<file path="src/sv/upsbb_pkg.sv">
// ----------------------------------------------------------------------------
// upsbb_pkg: shared types for the point set bounding box block
// Holds the control word that the sequencer hands to the box unit.
// ----------------------------------------------------------------------------
`default_nettype none

package upsbb_pkg;

   // Command to the box unit; clear wins over update.
   typedef struct packed {
      logic clear;   // zero the corners (start of a new blob)
      logic update;  // fold the current point into the box
      logic first;   // store was empty: load corners from the point
   } box_ctrl_type;

endpackage

`default_nettype wire

</file>
<file path="src/sv/upsbb_box.sv">
// ----------------------------------------------------------------------------
// upsbb_box: bounding box corners
// Clear, load from the first point, or widen by min/max of the point.
// ----------------------------------------------------------------------------
`default_nettype none

module upsbb_box #(
   parameter int COORD_BITS = 16
) (
   input  wire logic                  clock,
   input  wire logic                  reset,
   input  wire upsbb_pkg::box_ctrl_type ctrl,
   input  wire logic [COORD_BITS-1:0] point_x,
   input  wire logic [COORD_BITS-1:0] point_y,
   output      logic [COORD_BITS-1:0] min_x,
   output      logic [COORD_BITS-1:0] min_y,
   output      logic [COORD_BITS-1:0] max_x,
   output      logic [COORD_BITS-1:0] max_y
);

   logic [COORD_BITS-1:0] min_x_ff, min_y_ff, max_x_ff, max_y_ff;
   logic [COORD_BITS-1:0] min_x_in, min_y_in, max_x_in, max_y_in;

   always_comb begin
      min_x_in = min_x_ff;
      min_y_in = min_y_ff;
      max_x_in = max_x_ff;
      max_y_in = max_y_ff;
      priority if (ctrl.clear) begin
         min_x_in = '0;
         min_y_in = '0;
         max_x_in = '0;
         max_y_in = '0;
      end else if (ctrl.update && ctrl.first) begin
         min_x_in = point_x;
         min_y_in = point_y;
         max_x_in = point_x;
         max_y_in = point_y;
      end else if (ctrl.update) begin
         if (point_x < min_x_ff) min_x_in = point_x;
         if (point_y < min_y_ff) min_y_in = point_y;
         if (point_x > max_x_ff) max_x_in = point_x;
         if (point_y > max_y_ff) max_y_in = point_y;
      end else begin
         // hold the corners
         min_x_in = min_x_ff;
         min_y_in = min_y_ff;
         max_x_in = max_x_ff;
         max_y_in = max_y_ff;
      end
   end

   always_ff @(posedge clock) begin
      if (reset) begin
         min_x_ff <= '0;
         min_y_ff <= '0;
         max_x_ff <= '0;
         max_y_ff <= '0;
      end else begin
         min_x_ff <= min_x_in;
         min_y_ff <= min_y_in;
         max_x_ff <= max_x_in;
         max_y_ff <= max_y_in;
      end
   end

   assign min_x = min_x_ff;
   assign min_y = min_y_ff;
   assign max_x = max_x_ff;
   assign max_y = max_y_ff;

endmodule

`default_nettype wire

</file>
<file path="config.mk">
export PLATFORM = sky130hd
export DESIGN_NAME = upsbb_box
export DESIGN_NICKNAME = d
export VERILOG_FILES = /design/src/sv/upsbb_pkg.sv /design/src/sv/upsbb_box.sv
export SDC_FILE = /design/constraint.sdc
export NUM_CORES = 1
export LEC_CHECK = 0
export ABC_CLOCK_PERIOD_IN_PS = 6200
export BUFFER_PORTS_ARGS = -buffer_cell sky130_fd_sc_hd__buf_2
export CAP_MARGIN = 20
export CORE_MARGIN = 3
export CORE_UTILIZATION = 60
export CTS_BUF_LIST = sky130_fd_sc_hd__clkbuf_8
export DETAILED_ROUTE_END_ITERATION = 10
export GPL_TIMING_DRIVEN = 0
export PLACE_DENSITY = 0.86
export SYNTH_ARGS = -nofsm -noshare
export SYNTH_HDL_FRONTEND = slang
export SYNTH_SLANG_ARGS = --single-unit
</file>
<file path="constraint.sdc">
create_clock -name clock -period 6.2 [get_ports clock]
set_input_delay 1.24 -clock clock [delete_from_list [all_inputs] [get_ports clock]]
set_output_delay 1.24 -clock clock [all_outputs]
set_load 0.02 [all_outputs]
</file>
==> metrics, run 1 <==
top cell type's share of synthesized area=31.98%; vias in the first global route=around 3800; CTS buffer count=9; total grt overflow=0; Tcrit/Tclk final=between 50% and 60%; Final Power=1.085 mW; die area=between 7000 and 8000 um2; Final Non-Filler Cells=654; largest net degree at the start of global routing=12; first-pass iteration count of the detailed router=6; final WL=10760 um; layout cells sized above 1=21.32%; number of diodes=0; multi-input logic area=2405 um2; Final Setup Violations=0; final instance area=4828 um2; Slew @ Worst Pin=just under 600 ps; Synth Instances=roughly 460; # IOs=101; mux cell area share after synthesis=15.99%; worst min path class=flop to flop; HPWL after DPL=8114 um; CTS HTree Levels=3; FP Rows=29; Seq/Total Area, Yosys=31.98%; clock sinks=64; core area=6422 um2; IO buf count=98; Synth Net Count=562; skew final=7.199 ps; Mean Syn Cell Area=8.653 um2; CP Capture Type=flop; Final nets=671; crit path time final=3340 ps; dpl cell area=between 4000 and 5000 um2; cell taking the most area after synthesis=dfxtp_1; dpl cells=638; status=complete, no violations; Critical Path RT=approximately 6500 ps; GPL Wtd Cong=approximately 0.88; Yosys Warn Count=0; commonest non-fill, non-tap cell in the layout=nand2_1; relative slew slack=around three fifths; crit path kind=primary input to flop; fill count=around 480; antenna-violating nets left=0; worst-skew pair later-pin latency=350 ps; Crit Path Max Fanout=10; register area=1281 um2; Post-Synth Adder-Cell Area=between 10% and 20%; clock root buffer=clkbuf_8; ys flop type=dfxtp_1; Die Y=87.72 um; initial core utilization=62.38%; CP arrival=around 3600 ps; CTS resizes=0; first-pass GRT wire length=17110 um; setup_tns=0 ps; # DRC=0; DRT iter0 DRCs=168; Fmax=299.4 MHz; Final Hold Viols=0; vias after detailed routing=~3800; hold-fix buffers at CTS=0; largest family of logic cells by synthesized area=adder cells; Async S/R FF share, synth=0%; Compound-Gate Fraction of Synth Area=9.432%; Pins Over Slew Limit=0; Post-synth EDFFs=0; MaxCap Viol Count=0; XOR/XNOR share of the synthesized area=0%; Worst-path clk slew=70 ps; RSZ-0062 raised after global routing=no; critical path launch point type=primary input; most frequent cells in the layout=107 x nand2_1, 101 x buf_2, 64 x mux2i_1, 64 x dfxtp_1, 63 x inv_1; maximum root-to-sink buffer count=2; DIE WIDTH=87.72 um; Worst IR Drop VDD=0.1544 mV; Synth Area in Simple Gates=15.24%; Post-CTS Setup Inserts=0; Wirelength per Cell=16.46 um; leakage=approximately 2.3 nW; total track usage=between 20% and 30%; area grow syn2layout=20.52%; initial antenna violation count=0; CTS tree=done; Cell variety after synth=38; Post-Syn Area=4006 um2; top post-synthesis cells by area=dfxtp_1 32%, ha_1 19%, mux2i_1 16%; power per cell area=224.8 nW/um2; mean number of vias per cell=5.742; Synth Register Bits=64
==> critical path, stage by stage <==
cell	delay, ps
buf_2	120
ha_1	320
nand4_1	150
nor3_1	260
o221ai_1	200
a32oi_2	580
buf_2	440
mux2i_1	270
==> sequential cells by signal (all words and copies together) (netlist names) <==
signal	count
max_x	16
min_y	16
min_x	16
max_y	16
==> cells in the mapped netlist, drive strengths merged (3+ instances only) <==
master and number:
nor2b 3, ha 62, nor2 7, nor3 4, inv 62, dfxtp 64
a21o 5, a21oi 21, buf 5, clkbuf 12, nand2 107, nand4 14
o21ai 6, mux2i 64
==> where the power goes <==
part           internal [mW]  switching [mW]  leakage (nW)
clock                  0.264           0.172         0.120
sequential             0.426          0.0120         0.521
combinational         0.0845           0.126          1.65
total                  0.775           0.311          2.29
==> cells by family (layout without fill, tap and decap cells) <==
kind of cell / after synthesis / count (layout)
muxes: 64 / 64
DFF: 64 / 64
buffers and inverters: 79 / 193
and+or+nand+nor: 142 / 142
adders and majority gates: 62 / 62
AOI/OAI and AO/OA: 52 / 52
==> path summary, 6_finish.rpt <==
| check | from | end | slack (ps) | cells past startpoint |
|---|---|---|---|---|
| max reg2reg | min_x[15] | min_x[10] | 3440 | 8 |
| max | point_x[15] | min_x[10] | 2860 | 8 |
| min reg2reg | max_y[11] | max_y[11] | 480 | 2 |
| min | max_y[11] | max_y[11] | 480 | 2 |
==> layout make-up <==
class	instances	area share (%)
buffer	17	1.814
clock buffer	9	2.565
clock inverter	7	2.306
inverter	62	4.820
multi-input combinational	320	49.81
sequential	64	26.54
tap	77	1.995
timing repair buffer	98	10.16
==> stage by stage <==
step | hold slack, ps | util [%] | setup WS, ps
global placement | 457.7 | 71.52 | 2619
global route | 500.3 | 75.18 | 2740
floorplan | 545.2 | - | 2931
CTS | 478.7 | 75.18 | 2886
finish | 476.9 | 75.18 | 2860
detailed placement | 468.3 | 71.52 | 2535
==> per-layer routing <==
metal / global-route usage, % / vias up / part of all wire (%)
met5: 0 / - / 0
met4: 12.41 / 0 / 2.9
met3: 8.090 / 32 / 7.5
met2: 52.26 / 170 / 51
met1: 30.49 / 1755 / 38
li1: - / 1798 / -
Power figures use the tool's default switching activity.
==> inputs of run 2 (changes only) <==
- ABC_CLOCK_PERIOD_IN_PS: 6200 -> 2900
- CORE_UTILIZATION: 60 -> 50
- PLACE_DENSITY: 0.86 -> 0.76
- clock period: 6.2 -> 2.9 ns (I/O delays scaled with it)
==> run 2 against run 1 <==
Compared with the run above: flip-flop and latch count unchanged; first-iteration DRC count shrank 44%; count of clock-buffer cells in the layout rose by 4; final cell count rose by 3.8%; clock power is 93% higher; cell area rose by 0.28%; global-route usage fell by 5.5 points; highest routed layer unchanged; register-to-register slack worse by 3300 ps.
==> metrics, run 2 (synthesized netlist as in run 1, its figures left out) <==
CTS buffer count=9 (unchanged); vias in the first global route=3672 (-3.5%); worst-skew pair later-pin latency=350 ps (about the same); setup_tns=0 ps (unchanged); mean number of vias per cell=5.233 (-8.9%); Int Pwr=1.577 mW (+100%); Combinational Power Share=19.7% (+0.3 points); FP Rows=32 (+10%); # DRC=0 (unchanged); Worst IR Drop VDD=0.2999 mV (+94%); total grt overflow=0 (unchanged); initial antenna violation count=0 (unchanged); DRT iter0 DRCs=94 (-44%); Critical-path top delay cell=a32oi_4; crit path kind=flop to flop; RSZ-0062 raised after global routing=no; WL met1=4099 um (-0.15%); switching part of the total=28.79% (+0.16 points); Final nets=671 (unchanged); total track usage=23.10% (-5.5 points); Critical Path RT=3170 ps (-3290 ps); Final Hold Viols=0 (unchanged); number of diodes=0 (unchanged); initial core utilization=51.58% (-11 points); IO buf count=98 (unchanged); Pins Over Slew Limit=0 (unchanged); slowest cell delay on critical path=480 ps (-100 ps); launch point of the worst reg-to-reg path=min_y[15]; commonest non-fill, non-tap cell in the layout=nand2_1; CTS resizes=0 (unchanged); clock root buffer=clkbuf_8; core area=7767 um2 (+21%); most frequent cells in the layout=107 x nand2_1, 101 x buf_2, 64 x mux2i_1, 64 x dfxtp_1, 63 x inv_1; relative slew slack=58.76% (-1.7 points); leakage=2.287 nW (-0.16%); crit path from=min_y[15]; Final Util=62.34% (-13 points); CTS HTree Levels=3 (unchanged); Final Setup Violations=0 (unchanged); Slew @ Worst Pin=618.7 ps (+40.45 ps); CTS tree=done; die area=9123 um2 (+19%); area grow syn2layout=20.86%; Fmax=366.0 MHz; layout cells sized above 1=21.32% (unchanged); WL met3=716 um (-12%); maximum root-to-sink buffer count=2 (unchanged); Sw Pwr=637.4 uW (+110%); # IOs=101 (unchanged); Hold Path Origin=max_x[2]; first-pass iteration count of the detailed router=5 (-1); Tcrit/Tclk final=94.21%; clock sinks=64 (unchanged); skew final=7.890 ps (+0.6915 ps); status=complete, no violations; Worst-path clk slew=70 ps (about the same); HPWL after DPL=7929 um (-2.3%); MaxCap Viol Count=0 (unchanged); first-pass GRT wire length=16310 um (-4.7%); Seq pwr share=42.3% (+2.0 points); Clk pwr share=38.0% (-2.2 points); fill count=711 (+48%); DIE WIDTH=95.52 um (+8.9%); crit path time final=between 2000 and 3000 ps; CP arrival=3000 ps (-600 ps); Top Layer Used=met4; vias after detailed routing=3553 (-5.4%); crit path cell chain=inv_1, ha_1, nand4_1, or3_1, or4_4, a32oi_4, buf_12, mux2i_1; critical path launch point type=flop; Crit Path Max Fanout=10 (unchanged); hold-fix buffers at CTS=0 (unchanged); largest net degree at the start of global routing=11 (-1); met2 wire length=5024 um (-9.1%); antenna-violating nets left=0 (unchanged); final WL=10000 um (-7.1%); Die Y=95.52 um (+8.9%); Post-CTS Setup Inserts=0 (unchanged); GPL Wtd Cong=0.8413 (-4.9%); Wirelength per Cell=14.73 um (-10%); power per cell area=457.3 nW/um2 (+100%); worst min path class=flop to flop; CP Capture Type=flop
==> run 2: worst max-delay path: cells and delay by family, from the launching register on <==
family | cells | cell delay, ps
fa+ha+maj | 1 | 310
flops | 1 | 380
compound gates | 1 | 480
mux | 1 | 220
buf+inv | 2 | 280
simple gates | 3 | 990
==> run 2: final timing paths <==
| check | end | slack, ps | cells past startpoint |
|---|---|---|---|
| worst min-delay path | max_x[2] | 470 | 2 |
| worst max-delay path | min_y[5] | 170 | 8 |
| worst min register to register | max_x[2] | 470 | 2 |
| worst max register to register | min_y[5] | 170 | 8 |
==> run 2: per-stage QoR <==
step / power [mW] / instance area, um2 / setup slack (ps) / cells / hold slack, ps
6_report: 2.214 / 4842 / 167.9 / 679 / 473.8
5_1_grt: 2.310 / 4842 / 22.43 / 679 / 491.4
4_1_cts: 2.228 / 4842 / 170.8 / 679 / 472.8
3_5_place_dp: 1.391 / 4624 / -120.6 / 663 / 462.2
3_3_place_gp: 1.378 / 4624 / -33.99 / 663 / 456.9
2_1_floorplan: 1.245 / 4006 / 291.0 / 463 / 545.2
==> run 2: power by group through the flow <==
stage                     Sequential (mW)  Combinational (mW)  Clock [mW]
after CTS                           0.935               0.439       0.853
after floorplan                     0.991               0.254           0
after detailed placement            0.956               0.436           0
after global placement              0.954               0.424           0
after global routing                0.939               0.486       0.884
final                               0.936               0.437       0.842
==> run 2: final cells by class <==
class                   instances  area, um2  area share (%)
well taps                     102      127.6           2.636
inverters                      62      232.7           4.806
flip-flops and latches         64       1281           26.46
plain buffers                  17      87.58           1.809
clock inverters                 3      38.79          0.8010
multi-input cells             320       2405           49.66
clock buffers                  13      178.9           3.695
repair buffers                 98      490.5           10.13
==> run 2: metal layers <==
layer / vias up / global-route usage [%]
met2: 90 / 42.68
met1: 1661 / 25.25
li1: 1786 / -
met5: - / 0
met4: 0 / 6.991
met3: 16 / 6.867
